<file path="src/sv/tdf_pkg.sv">
// ----------------------------------------------------------------------------
// tdf_pkg: shared types and constants for the trial-division factorizer
// Field widths, result limits, status codes and controller state encoding.
// ----------------------------------------------------------------------------
`default_nettype none

package tdf_pkg;

    // Default datapath width of the number being factored
    localparam int NUMBER_WIDTH_DEF   = 24;
    // Fixed widths of the port fields
    localparam int NUMBER_FIELD_WIDTH = 24;
    localparam int FACTOR_WIDTH       = 24;
    localparam int STATUS_WIDTH       = 2;
    // At most this many results per input; the last one is always marked
    localparam int MAX_RESULTS        = 23;
    localparam int COUNT_WIDTH        = $clog2(MAX_RESULTS);

    // Result status codes
    typedef enum logic [STATUS_WIDTH-1:0] {
        STAT_OK   = 2'd0,  // factor is valid
        STAT_ONE  = 2'd1,  // input was one, no factors
        STAT_ZERO = 2'd2   // input was zero, not factorable
    } t_status;

    // Controller states
    typedef enum logic {
        S_IDLE,
        S_DIV
    } t_state;

endpackage

`default_nettype wire

</file>
<file path="src/sv/tdf_divider.sv">
// ----------------------------------------------------------------------------
// tdf_divider: bit-serial restoring divider
// Shifts the dividend in one bit per cycle; quotient and remainder are ready
// when the one-cycle done pulse flags the end of the division.
// ----------------------------------------------------------------------------
`default_nettype none

module tdf_divider #(
    parameter int NUMBER_WIDTH = tdf_pkg::NUMBER_WIDTH_DEF
) (
    input  wire logic                    i_clk,
    input  wire logic                    i_rst_n,
    input  wire logic                    i_start,
    input  wire logic [NUMBER_WIDTH-1:0] i_dividend,
    input  wire logic [NUMBER_WIDTH-1:0] i_divisor,
    output logic                         o_done,
    output logic [NUMBER_WIDTH-1:0]      o_quot,
    output logic [NUMBER_WIDTH-1:0]      o_rem
);
    import tdf_pkg::*;

    localparam int W      = NUMBER_WIDTH;
    localparam int STEP_W = $clog2(W + 1);

    logic              r_run;
    logic              r_done;
    logic [STEP_W-1:0] r_cnt;
    logic [W-1:0]      r_quo;
    logic [W-1:0]      r_rem;
    logic [W-1:0]      r_div;

    logic [W:0]        trial;
    logic [W:0]        diff;
    logic              ge;

    // One restoring step: bring down the next dividend bit, try to subtract
    assign trial = {r_rem, r_quo[W-1]};
    assign diff  = trial - {1'b0, r_div};
    assign ge    = ~diff[W];

    // Control: run flag, step counter, done pulse
    always_ff @(posedge i_clk) begin
        if (!i_rst_n) begin
            r_run  <= 1'b0;
            r_done <= 1'b0;
        end else begin
            r_done <= 1'b0;
            if (i_start) begin
                r_run <= 1'b1;
            end else if (r_run && r_cnt == STEP_W'(1)) begin
                r_run  <= 1'b0;
                r_done <= 1'b1;
            end
        end
    end

    // Datapath shift registers
    always_ff @(posedge i_clk) begin
        if (i_start) begin
            r_quo <= i_dividend;
            r_rem <= '0;
            r_div <= i_divisor;
            r_cnt <= STEP_W'(W);
        end else if (r_run) begin
            r_quo <= {r_quo[W-2:0], ge};
            r_rem <= ge ? diff[W-1:0] : trial[W-1:0];
            r_cnt <= r_cnt - 1'b1;
        end
    end

    assign o_done = r_done;
    assign o_quot = r_quo;
    assign o_rem  = r_rem;

`ifndef SYNTHESIS
    // Controller never restarts a division in flight
    a_no_restart: assert property (@(posedge i_clk) disable iff (!i_rst_n)
        i_start |-> !r_run)
        else $error("divider restarted while running");

    // Done only closes a running division
    a_done_after_run: assert property (@(posedge i_clk) disable iff (!i_rst_n)
        r_done |-> $past(r_run) && !r_run)
        else $error("divider done without a running division");
`endif

endmodule

`default_nettype wire

</file>
<file path="src/sv/trial_division_factorizer.sv">
// ----------------------------------------------------------------------------
// trial_division_factorizer: prime factorization by trial division
// Emits the prime factors of each number in ascending order, repeats
// included, the last one marked; one and zero give a single status result.
// ----------------------------------------------------------------------------
//
//  Channel  | Signals                                  | Handshake
//  ---------+------------------------------------------+------------------------
//  command  | start, busy, i_number                    | transfer when start & !busy
//  result   | o_valid, o_factor, o_last_factor,        | transfer when o_valid
//           | o_status                                 | (one cycle, no stall)
//
//  Each trial divisor takes one pass of the bit-serial divider, as does each
//  factor found; a prime near 2^24 needs about 4096 trials.
//  Inputs zero and one are answered straight from idle, without the divider.
//  Results come one per divider pass; the receiver cannot stall them.
//  Synchronous reset clears the controller; no memory to sweep.
// ----------------------------------------------------------------------------
`default_nettype none

module trial_division_factorizer #(
    parameter int NUMBER_WIDTH = tdf_pkg::NUMBER_WIDTH_DEF
) (
    input  wire logic                                i_clk,
    input  wire logic                                i_rst_n,
    input  wire logic                                start,
    output logic                                     busy,
    input  wire logic [tdf_pkg::NUMBER_FIELD_WIDTH-1:0] i_number,
    output logic                                     o_valid,
    output logic [tdf_pkg::FACTOR_WIDTH-1:0]         o_factor,
    output logic                                     o_last_factor,
    output logic [tdf_pkg::STATUS_WIDTH-1:0]         o_status
);
    import tdf_pkg::*;

    localparam int W = NUMBER_WIDTH;

    t_state                 r_state,  n_state;
    logic [W-1:0]           r_q,      n_q;
    logic [W-1:0]           r_d,      n_d;
    logic [COUNT_WIDTH-1:0] r_count,  n_count;
    logic                   r_valid,  n_valid;
    logic [FACTOR_WIDTH-1:0] r_factor, n_factor;
    logic                   r_last,   n_last;
    t_status                r_status, n_status;

    logic                   div_start;
    logic                   div_done;
    logic [W-1:0]           div_quot;
    logic [W-1:0]           div_rem;
    logic [W-1:0]           in_q;

    assign in_q = W'(i_number);

    // Shared bit-serial divider: q / d per trial
    tdf_divider #(
        .NUMBER_WIDTH (NUMBER_WIDTH)
    ) u_div (
        .i_clk      (i_clk),
        .i_rst_n    (i_rst_n),
        .i_start    (div_start),
        .i_dividend (n_q),
        .i_divisor  (n_d),
        .o_done     (div_done),
        .o_quot     (div_quot),
        .o_rem      (div_rem)
    );

    // Next state and result selection
    always_comb begin
        n_state   = r_state;
        n_q       = r_q;
        n_d       = r_d;
        n_count   = r_count;
        n_valid   = 1'b0;
        n_factor  = r_factor;
        n_last    = r_last;
        n_status  = r_status;
        div_start = 1'b0;
        case (r_state)
            S_IDLE: begin
                if (start) begin
                    if (in_q == '0) begin
                        n_valid  = 1'b1;
                        n_factor = '0;
                        n_last   = 1'b1;
                        n_status = STAT_ZERO;
                    end else if (in_q == W'(1)) begin
                        n_valid  = 1'b1;
                        n_factor = '0;
                        n_last   = 1'b1;
                        n_status = STAT_ONE;
                    end else begin
                        n_q       = in_q;
                        n_d       = W'(2);
                        n_count   = '0;
                        div_start = 1'b1;
                        n_state   = S_DIV;
                    end
                end
            end
            S_DIV: begin
                if (div_done) begin
                    if (div_rem == '0) begin
                        // d divides q: emit d, keep d for repeated factors
                        n_valid  = 1'b1;
                        n_factor = FACTOR_WIDTH'(r_d);
                        n_status = STAT_OK;
                        n_last   = (div_quot == W'(1)) ||
                                   (r_count == COUNT_WIDTH'(MAX_RESULTS - 1));
                        n_count  = r_count + 1'b1;
                        n_q      = div_quot;
                        if (n_last) begin
                            n_state = S_IDLE;
                        end else begin
                            div_start = 1'b1;
                        end
                    end else if (div_quot < r_d) begin
                        // d*d > q: the remaining quotient is prime
                        n_valid  = 1'b1;
                        n_factor = FACTOR_WIDTH'(r_q);
                        n_status = STAT_OK;
                        n_last   = 1'b1;
                        n_state  = S_IDLE;
                    end else begin
                        n_d       = r_d + 1'b1;
                        div_start = 1'b1;
                    end
                end
            end
            default: begin
                n_state = S_IDLE;
            end
        endcase
    end

    // Control registers
    always_ff @(posedge i_clk) begin
        if (!i_rst_n) begin
            r_state <= S_IDLE;
            r_valid <= 1'b0;
        end else begin
            r_state <= n_state;
            r_valid <= n_valid;
        end
    end

    // Payload registers
    always_ff @(posedge i_clk) begin
        r_q      <= n_q;
        r_d      <= n_d;
        r_count  <= n_count;
        r_factor <= n_factor;
        r_last   <= n_last;
        r_status <= n_status;
    end

    assign busy          = (r_state != S_IDLE);
    assign o_valid       = r_valid;
    assign o_factor      = r_factor;
    assign o_last_factor = r_last;
    assign o_status      = r_status;

`ifndef SYNTHESIS
    // Status results carry no factor and close the item
    a_status_last: assert property (@(posedge i_clk) disable iff (!i_rst_n)
        o_valid && (o_status != STAT_OK) |-> o_last_factor && (o_factor == '0))
        else $error("status result not marked last or factor nonzero");

    // The final result of an item frees the command port
    a_last_frees: assert property (@(posedge i_clk) disable iff (!i_rst_n)
        o_valid && o_last_factor |-> !busy)
        else $error("busy after last result");

    // A non-final result means the search goes on
    a_more_busy: assert property (@(posedge i_clk) disable iff (!i_rst_n)
        o_valid && !o_last_factor |-> busy)
        else $error("idle after a non-final result");

    // An accepted command either answers at once or starts work
    a_accept: assert property (@(posedge i_clk) disable iff (!i_rst_n)
        start && !busy |=> busy || (o_valid && o_last_factor))
        else $error("accepted command produced neither work nor result");
`endif

endmodule

`default_nettype wire

</file>
<file path="config.mk">
export PLATFORM = sky130hd
export DESIGN_NAME = trial_division_factorizer
export DESIGN_NICKNAME = d
export VERILOG_FILES = /design/src/sv/tdf_pkg.sv /design/src/sv/tdf_divider.sv /design/src/sv/trial_division_factorizer.sv
export SDC_FILE = /design/constraint.sdc
export NUM_CORES = 1
export LEC_CHECK = 0
export ABC_AREA = 1
export BUFFER_PORTS_ARGS = -buffer_cell sky130_fd_sc_hd__buf_2
export CAP_MARGIN = 25
export CORE_ASPECT_RATIO = 0.6
export CORE_UTILIZATION = 30
export CTS_CLUSTER_DIAMETER = 120
export DETAILED_ROUTE_END_ITERATION = 10
export PLACE_DENSITY = 0.49
export SYNTH_ARGS = -nofsm -noshare
export SYNTH_HDL_FRONTEND = slang
export SYNTH_HIERARCHICAL = 1
export SYNTH_SLANG_ARGS = --single-unit
</file>
<file path="constraint.sdc">
create_clock -name i_clk -period 7.26 [get_ports i_clk]
set_input_delay 0.363 -clock i_clk [delete_from_list [all_inputs] [get_ports i_clk]]
set_output_delay 0.363 -clock i_clk [all_outputs]
set_load 0.02 [all_outputs]
</file>
== Word-level counts from Yosys, hierarchy flattened ==
Cells that the tools add are included.
Word-level totals
  input port bits: 27
  logic and storage cells: 105
  flip-flop bits (word level): 161
  output and inout bits: 29
Cells by class
  mux-type cells: 63
  bitwise operators: 3
  $lt $le $gt $ge: 1
  eq/ne operators: 11
  add/sub/neg operators: 4
  reductions and logical operators: 9
Operators with widths (count)
  $mux 24: 20
  $pmux 24 s2: 3
  $eq 24x1->1 const B: 2
  $logic_not 24->1: 2
  $mux 5: 5
  $sub 25x24->25: 1
  $add 24x1->24 const B: 1
  $lt 24x24->1: 1
  $mux 1: 23
  $mux 2: 6
  $pmux 5 s2: 1
  $pmux 1 s2: 4
  $ne 2x2->1 const B: 3
  $add 5x1->5 const B: 1
  $eq 5x1->1 const B: 1
  $eq 5x5->1 const B: 1
  $reduce_and 5->1: 1
  $sub 5x1->5 const B: 1
  $ne 2x1->1 const B: 2
  $pmux 2 s2: 1
  $reduce_and 4->1: 1
  $reduce_bool 2->1: 2
  $ne 3x1->1 const B: 1
  $ne 3x3->1 const B: 1
  other kinds (4): 6

== Longest topological paths before layout ==
Gate-level depths: netlist of the first run.
  depth after elaboration: 7
  depth in mapped cells: 17
  gate-level depth less buffers: 16

== Cells and area by module ==
Netlist of the first run, hierarchy kept.
Modules (own cells, without submodules)
  tdf_divider: area each 5226.3 sq um, instances 1, seq. area each 2062.0 sq um, cells each 741
  trial_division_factorizer: area each 4808.4 sq um, instances 1, seq. area each 1961.9 sq um, cells each 640

== Worst setup path before layout of the first run ==
No wires, ideal clock.
  kind: register to register
  start: register u_div.r_quo[23] (netlist: u_div/o_quot[23])
  end: register u_div.r_quo[0] (netlist: u_div/o_quot[0]), enable pin
  period minus slack after synthesis: 4.975 ns
  path buffers: 1
  arrival: 4.595 ns
  required time: 6.880 ns
  library setup time: 0.380 ns
  slack: 2.285 ns
  stages on the path, launching flop included: 14
  path through: edfxtp_1 -> ha_1 -> nand2_1 -> nor2_1 -> and2_1 -> nand2_1 -> nor2_1 -> nand2_1 -> nand2_2 -> buf_4 -> o21ai_0 -> o21ai_0 -> nor2_1 -> inv_1
On the way
  longest elaborated chain between the ends: 7
  elaborated cells on any way between the ends: 9
  classes of those cells: 1 x order compare; 1 x eq/ne; 5 x mux; 2 x reduce/logical
RTL lines
  start, declared: RTL line tdf_divider.sv:28  | logic [W-1:0] r_quo;
  start signal, assigned: RTL line tdf_divider.sv:60  | r_quo <= i_dividend;
  start signal, assigned: RTL line tdf_divider.sv:65  | r_quo <= {r_quo[W-2:0], ge};
  branches (longest 3 deep; another with $lt 24x24->1)
  $mux 1 (*): RTL line trial_division_factorizer.sv:104  | if (div_rem == '0) begin
  $mux 1 (*): RTL line trial_division_factorizer.sv:103  | if (div_done) begin
  $pmux 1 s2 (*): RTL line trial_division_factorizer.sv:80  | case (r_state)
  net div_start: RTL line trial_division_factorizer.sv:47  | logic div_start;
  $reduce_bool 2->1 (no source line) (*)
Mark *: on every way through the listed nets, which the timed path passes.
A chain may end at the register's enable or synchronous reset.

== Final worst setup path of the first run ==
  start: register u_div.r_rem[1] (netlist: u_div/o_rem[1])
  end: register u_div.r_rem[22] (netlist: u_div/o_rem[22])
On the way
  longest elaborated chain between the ends: 4
  elaborated cells on any way between the ends: 6
  classes of those cells: 1 x add/sub; 4 x mux; 1 x reduce/logical
RTL lines
  start, declared: RTL line tdf_divider.sv:29  | logic [W-1:0] r_rem;
  start signal, assigned: RTL line tdf_divider.sv:66  | r_rem <= ge ? diff[W-1:0] : trial[W-1:0];
  $logic_not 24->1: RTL line trial_division_factorizer.sv:104
  $mux 1: RTL line trial_division_factorizer.sv:104
  $mux 1: RTL line trial_division_factorizer.sv:103
  $pmux 1 s2: RTL line trial_division_factorizer.sv:80
  net div_start: RTL line trial_division_factorizer.sv:47
The timed path passes the listed nets, and every way through them passes these cells.

==> results of run 1 <==
==> cell type report <==
type	count	area, sq um
Tap cell	450	563
Inverter	224	843
Clock buffer	20	458
Timing Repair Buffer	63	335
Fill cell	3559	21400
Multi-Input combinational cell	961	4940
Clock inverter	12	131
Sequential cell	161	4020
==> kinds of logic (layout without fill, tap and decap cells) <==
group | after synthesis | in the layout | synth area share (%)
AND/OR/NAND/NOR | 676 | 676 | 30.0
buffers and inverters | 259 | 319 | 10.8
AO/OA/AOI/OAI | 218 | 218 | 11.2
flip-flops | 161 | 161 | 40.1
adder cells (fa/ha/maj) | 53 | 53 | 6.68
XOR/XNOR | 14 | 14 | 1.22
==> state kept, by name, indices dropped and copies added, names as in the netlist, 2 cells and up <==
signal,flops
u_div/r_cnt,5
u_div/r_div,24
o_factor,24
u_div/o_rem,24
r_d,24
r_q,24
o_status,2
r_count,5
u_div/o_quot,24
==> worst max-delay path, stage by stage (launching register included) <==
cell,delay [ns]
dfxtp_1,0.33
nor2_1,0.11
nand2_1,0.08
nor2_1,0.27
nand3_1,0.15
buf_4,0.25
inv_2,0.47
o21ai_0,0.30
o21ai_4,0.70
buf_4,0.49
nor2_2,0.17
buf_4,0.26
nand2_1,0.10
o21ai_0,0.07
==> how the worst min path moves through the flow <==
stage,end,slack (ns),depth (start not counted)
after floorplan,u_div/r_cnt[4],0.44,1
after global placement,u_div/r_cnt[4],0.46,1
after detailed placement,u_div/r_cnt[4],0.46,1
after CTS,busy,0.20,3
after global routing,busy,0.22,3
final,busy,0.23,3
==> power by group <==
group          leakage, nW  switching [mW]  internal (mW)
Combinational         3.41           0.235          0.108
Clock                0.286           0.390          0.528
Sequential            1.44          0.0453           1.02
==> cells in the final DEF (no fill, tap or decap), drive strengths merged, types with 20 or more instances in the layout <==
cell,n
a21oi,81
nor2,133
edfxtp,80
nand4,23
ha,52
clkbuf,20
o21ai,129
buf,63
inv,226
dfxtp,81
nand3,67
nand2,426
==> routing by layer <==
layer | global-route usage [%] | up-vias
met5 | 0 | -
met4 | 4.39 | 0
met3 | 4.36 | 16
met2 | 20.9 | 225
met1 | 27.6 | 3958
li1 | - | 4520
==> per-stage QoR <==
step	util (%)	setup WS, ns	power (mW)	cells	hold slack, ns
final	34.6	3.36	2.33	1891	0.227
after global routing	34.6	2.92	2.44	1891	0.224
after CTS	34.6	3.30	2.35	1891	0.205
after detailed placement	32.8	3.32	1.42	1859	0.459
after global placement	32.8	3.35	1.42	1859	0.462
after floorplan	-	2.28	1.32	1381	0.436
==> impl_metrics.ini, run 1 <==
[grt]
grt_pass1_wl_mm = 44.0
antenna_found_initial = 1
grt_max_degree = 42
grt_pass1_vias = 7675
overflow = 0
track_usage_pct = 17.0

[setup_path]
worst-setup-path-type = flop to flop
worst-r2r-cell-count = 13
r2r_slack_ns = 3.36
startpoint = u_div/o_rem[1]
r2r_start = u_div/o_rem[1]
worstPathArrival_ns = 4.23
end_kind = flop
startpoint_type = flop
required_ns = 7.59
r2r-end = u_div/o_rem[22]
path_max_fanout = 36
cp-endpoint = u_div/o_rem[22]

[floorplan]
start_util_pct = 30.7
fp.coreArea_sq_mm = 0.0327
die_area_sq_mm = 0.0342
dieWidth_um = 238
rows = 51
ios = 56
die-height_um = 144

[cts]
clk_path_buf_depth = 2
htreeDepth = 4
cts_resized = 0
worstSkewPairLatency_ns = 0.44
clk_pin_slew_ns = 0.07
ctsHoldBuffers = 0
clockRootBuffer = clkbuf_16
cts.sinks = 161
cts_tree = yes
numCtsBuffers = 17
cts_setup_buffers = 0

[yosys]
yosys.area.top_type = edfxtp_1
yosys.cell_types.count = 49
async_flop_share_pct = 0
synth_area_leaders = edfxtp_1 (24%), dfxtp_1 (16%), nand2_1 (15%), inv_1 (8.2%), ha_1 (6.5%)
synth_common_cells = nand2_1 (395), inv_1 (218), nor2_1 (109), o21ai_0 (91), dfxtp_1 (81)
synth.avg_cell_area_sq_um = 7.27
yosysMostFrequentCell = nand2_1
synth_top_area_share_pct = 23.9
synth_area_sq_mm = 0.0100
synth-seq-cells = 161
synth_ff_type = dfxtp_1
postSynthCellCount = 1381
syn_nets = 1461
ys_seq_area_share_pct = 40.1
synth_edf_count = 80
yosysWarnings = 6

[timing]
final.setup.tns_ns = 0
drv_slew = 0
rsz0062_at_grt = no
setup_violations = 0
worstMarginPinSlew_ns = 0.975
period_share_pct = 53.7
fmax_mhz = 256
hold_violations = 0
slew_headroom_pct = 34.3
period_needed_ns = 3.90
skew_ns = 0.0117

[routing]
dr.pass1.iters = 5
via_per_inst = 4.61
drc = 0
vias = 8719
route.met2.wl_mm = 10.4
drt_iter0_markers = 731
met1_length_mm = 15.8
postRouteAntennaNets = 0
wirelength_mm = 28.5
wl_met3_mm = 2.01
top_layer = met4
wl_per_cell_um = 15.1

[place]
place_congestion = 0.885
dp_hpwl_mm = 22.2
dpl_cell_area_sq_mm = 0.0107
port_buffers = 55

[cells_and_area]
drive_gt1_share_pct = 11.9
area_growth_pct = 12.6
finish.instance_area_sq_mm = 0.0113
fin_nets = 1508
diodes = 0

[worst_hold_path]
hold_start = i_rst_n
holdCritPathClass = input pin to flop

[power_and_ir_drop]
vdd_drop_max_mv = 0.149
p_leak_nw = 5.13
p_per_area_mw_per_mm2 = 206

[flow_run]
maxCapViolCount = 0

[outcome]
outcome = completed
(Power assumes the default switching activity.)
==> inputs of run 2 (changes only) <==
==> constraint.sdc (replaced) <==
create_clock -name i_clk -period 3.6 [get_ports i_clk]
set_input_delay 0.18 -clock i_clk [delete_from_list [all_inputs] [get_ports i_clk]]
set_output_delay 0.18 -clock i_clk [all_outputs]
set_load 0.02 [all_outputs]
==> impl_metrics.ini, run 2 (synthesis results as in run 1) <==
[setup_path]
worst-setup-path-type = flop to flop
slowest_delay_ns = 0.50
crit_top_cell = buf_4
end_kind = flop
startpoint_type = flop
worstPathArrival_ns = 3.37
r2r_slack_ns = 0.59
critPathSlowestCell = nor4_1
path_max_fanout = 26
cp_cell_sequence = nor2_1 > nand3_1 > nor4_1 > buf_4 > nand3_1 > nand2_1 > nand2_1 > o21ai_0 > o21ai_4 > buf_4 > nor2_2 > buf_4 > inv_1 > o22ai_1
required_ns = 3.96

[cts]
cts.sinks = 161
clk_pin_slew_ns = 0.07
cts_tree = yes
cts_resized = 0
clk_path_buf_depth = 2
numCtsBuffers = 17
cts_setup_buffers = 0
htreeDepth = 4
worstSkewPairLatency_ns = 0.45
ctsHoldBuffers = 0
clockRootBuffer = clkbuf_16

[cells_and_area]
area_growth_pct = 13.6
drive_gt1_share_pct = 12.5
layout_common_cells = nand2_1 (395), inv_1 (218), nor2_1 (108), o21ai_0 (90), dfxtp_1 (81)
diodes = 0
layout_commonest_cell = nand2_1
fin_nets = 1519

[floorplan]
fp.coreArea_sq_mm = 0.0327
die-height_um = 144
die_area_sq_mm = 0.0342
start_util_pct = 30.7
rows = 51
dieWidth_um = 238
ios = 56

[timing]
worstMarginPinSlew_ns = 1.00
hold_violations = 0
setup_violations = 0
slew_headroom_pct = 32.5
drv_slew = 0
period_needed_ns = 3.01
rsz0062_at_grt = no
setup_slack_ns = 0.589
skew_ns = 0.0138
fmax_mhz = 332
period_share_pct = 83.6
final.setup.tns_ns = 0

[routing]
wl_per_cell_um = 14.9
wirelength_mm = 28.4
vias = 8736
drc = 0
via_per_inst = 4.59
dr.pass1.iters = 7
drt_iter0_markers = 619
postRouteAntennaNets = 0

[grt]
track_usage_pct = 17.0
grt_max_degree = 35
grt_pass1_wl_mm = 43.9
antenna_found_initial = 1
grt_pass1_vias = 7674
overflow = 0

[power_and_ir_drop]
p_leak_nw = 5.20
p_per_area_mw_per_mm2 = 414
vdd_drop_max_mv = 0.364

[place]
place_congestion = 0.863
port_buffers = 55
detailedPlace.worstSlack_ns = 0.604
dp_hpwl_mm = 22.2

[flow_run]
maxCapViolCount = 0

[worst_hold_path]
holdCritPathClass = input pin to flop

[outcome]
outcome = completed
run 2: final cells by class:
class / count / area (sq um)
Clock inverter: 6 / 67.6
Fill cell: 3546 / 21300
Timing Repair Buffer: 74 / 430
Inverter: 224 / 843
Clock buffer: 26 / 532
Tap cell: 450 / 563
Sequential cell: 161 / 4020
Multi-Input combinational cell: 961 / 4940
run 2: path summary, 6_finish.rpt:
check | startpoint | endpoint | cells past startpoint
hold reg to reg | u_div/r_cnt[4] | u_div/r_cnt[4] | 1
hold / removal | i_rst_n | busy | 3
setup reg to reg | u_div/o_quot[23] | u_div/r_cnt[1] | 14
setup / recovery | u_div/o_quot[23] | u_div/r_cnt[1] | 14
run 2: layer usage:
| layer | part of all wire, % | up-vias | global-route usage [%] |
|---|---|---|---|
| li1 | - | 4548 | - |
| met1 | 58 | 3942 | 28.4 |
| met2 | 36 | 229 | 20.7 |
| met3 | 5.7 | 17 | 3.23 |
| met4 | 1.0 | 0 | 4.49 |
| met5 | 0 | - | 0 |
run 2: critical path, delay by kind of cell, from the launching register on:
kind	cells	cell delay, ns
AO/OA/AOI/OAI	3	0.43
buffers and inverters	4	0.87
flip-flops	1	0.47
AND/OR/NAND/NOR	7	1.13
run 2: per-stage QoR:
step           instance area, sq um  power [mW]  hold slack (ns)  instances  utilization (%)
6_report                      11400        4.72           0.0234       1902             34.9
5_1_grt                       11400        4.94           0.0175       1902             34.9
4_1_cts                       11400        4.76           0.0113       1902             34.9
3_5_place_dp                  10800        2.89            0.460       1870             33.1
3_3_place_gp                  10800        2.89            0.477       1870             33.1
2_1_floorplan                 10000        2.66            0.291       1381                -
run 2: where the power goes:
group	total (mW)	switching, mW	internal [mW]
combinational	0.714	0.482	0.232
sequential	2.14	0.0869	2.05
clock	1.86	0.765	1.09
total	4.72	1.33	3.38
==> inputs of run 3 (changes only) <==
--- a/config.mk
+++ b/config.mk
@@ -12,7 +12,7 @@
 export CORE_UTILIZATION = 30
 export CTS_CLUSTER_DIAMETER = 120
 export DETAILED_ROUTE_END_ITERATION = 10
-export PLACE_DENSITY = 0.49
+export PLACE_DENSITY = 0.51
 export SYNTH_ARGS = -nofsm -noshare
 export SYNTH_HDL_FRONTEND = slang
 export SYNTH_HIERARCHICAL = 1
==> constraint.sdc (replaced) <==
create_clock -name i_clk -period 2.55 [get_ports i_clk]
set_input_delay 0.1275 -clock i_clk [delete_from_list [all_inputs] [get_ports i_clk]]
set_output_delay 0.1275 -clock i_clk [all_outputs]
set_load 0.02 [all_outputs]
==> impl_metrics.ini, run 3 (synthesis results as in run 1) <==
[floorplan]
die_area_sq_mm = 0.0342
fp.coreArea_sq_mm = 0.0327
die-height_um = 144
rows = 51
dieWidth_um = 238
ios = 56
start_util_pct = 30.7

[timing]
drv_slew = 0
rsz0062_at_grt = yes
setup_violations = 24
hold_violations = 0
worstMarginPinSlew_ns = 0.572
setup_slack_ns = -0.0494
hold_ws_ns = 0.0194
fmax_mhz = 385
period_needed_ns = 2.60
period_share_pct = 102
slew_headroom_pct = 61.6
skew_ns = 0.0132

[worst_hold_path]
hold_end = r_q[14]
hold_start = i_number[14]
holdCritPathClass = input pin to flop
hold_depth = 3

[routing]
wl_per_cell_um = 15.5
postRouteAntennaNets = 0
wirelength_mm = 30.6
dr.pass1.iters = 5
drt_iter0_markers = 919
vias = 9212
drc = 0
via_per_inst = 4.66

[grt]
grt_pass1_wl_mm = 45.4
grt_use_met3_pct = 3.78
antenna_found_initial = 0
grt_util_met2_pct = 21.7
track_usage_pct = 17.4
grt_max_degree = 33
grt_pass1_vias = 8117
grt_busiest_layer = met1
use_met1_pct = 29.0
overflow = 0

[cells_and_area]
nFillCells = 3479
multiInputGateArea_sq_mm = 0.00519
fin_nets = 1594
layout_commonest_cell = nand2_1
regArea_sq_mm = 0.00403
area_growth_pct = 23.8
diodes = 0
layout_common_cells = nand2_1 (380), inv_1 (212), nor2_1 (102), o21ai_0 (88), edfxtp_1 (80)
drive_gt1_share_pct = 20.2

[cts]
clk_pin_slew_ns = 0.07
clockRootBuffer = clkbuf_16
numCtsBuffers = 17
clk_path_buf_depth = 2
cts_tree = yes
htreeDepth = 4
worstSkewPairLatency_ns = 0.45
cts.sinks = 161

[outcome]
violations = negative setup slack
outcome = finished with violations

[setup_path]
worst-setup-path-type = flop to flop
r2r_slack_ns = -0.05
required_ns = 2.76
end_kind = flop
r2r_start = u_div/o_quot[23]
worstPathArrival_ns = 2.81
worst-r2r-cell-count = 13
path_max_fanout = 6
r2r-end = u_div/o_quot[6]
startpoint_type = flop

[power_and_ir_drop]
vdd_drop_max_mv = 0.472
p_per_area_mw_per_mm2 = 553
p_leak_nw = 5.66
fin_total_pwr_mw = 6.86

[place]
port_buffers = 55
dp_hpwl_mm = 22.9
place_congestion = 0.911

[flow_run]
maxCapViolCount = 0
-- run 3: per-layer routing --
| metal | part of all wire [%] | up-vias | wire, um |
|---|---|---|---|
| li1 | - | 4700 | - |
| met1 | 57 | 4235 | 17400 |
| met2 | 36 | 259 | 11000 |
| met3 | 6.5 | 18 | 1990 |
| met4 | 0.66 | 0 | 203 |
| met5 | 0 | - | 0 |
-- run 3: cell type report --
class | count | area share (%)
clock buffers | 20 | 3.77
clock inverters | 12 | 0.987
repair buffers | 147 | 9.62
flip-flops and latches | 161 | 32.5
multi-input cells | 963 | 41.8
well taps | 450 | 4.53
inverters | 224 | 6.84
-- run 3: stage by stage --
| step | worst slack [ns] | area (sq um) | utilization, % | cells | setup TNS [ns] |
|---|---|---|---|---|---|
| after detailed placement | -0.0192 | 11300 | 34.5 | 1918 | -0.0192 |
| after global routing | -0.171 | 12400 | 38.0 | 1977 | -7.17 |
| after floorplan | -0.334 | 10100 | - | 1381 | -18.14 |
| after CTS | -0.000828 | 11900 | 36.3 | 1951 | -0.00137 |
| after global placement | 0.0188 | 11300 | 34.5 | 1918 | 0 |
| final | -0.0494 | 12400 | 38.0 | 1977 | -0.972 |
-- run 3: worst max path at each step --
stage | startpoint | to
floorplan | u_div/o_quot[23] | u_div/o_quot[0]
global placement | u_div/o_quot[19] | u_div/o_quot[23]
detailed placement | u_div/o_quot[23] | u_div/o_quot[0]
CTS | u_div/o_quot[23] | u_div/o_quot[0]
global route | u_div/o_quot[23] | u_div/o_quot[6]
finish | u_div/o_quot[23] | u_div/o_quot[6]
-- run 3: what timing repair did --
action / in CTS / in global routing
resized for setup: 0 / 62
gates cloned: 0 / 9
buffers inserted: 0 / 17
endpoints found under the hold margin: 3 / 0
hold buffers: 1 / 0
setup endpoints to repair: 38 / 133
pin swaps: 1 / 12
-- run 3: worst max-delay path: stages (launching register included) --
cell and delay, ns:
edfxtp_1 0.46, buf_4 0.18, nor2_2 0.09, nand3_1 0.12, nor4_2 0.20, buf_4 0.20
nand3_1 0.12, nand2_2 0.11, nand2_1 0.09, o21ai_4 0.09, o21ai_4 0.13, nor2_4 0.15
clkinvlp_4 0.20, clkbuf_16 0.22
-- run 3: power by group --
group	internal [mW]	switching [mW]	total (mW)
clock network	1.45	1.14	2.59
logic	0.479	0.773	1.25
registers	2.90	0.120	3.02
total	4.83	2.03	6.86
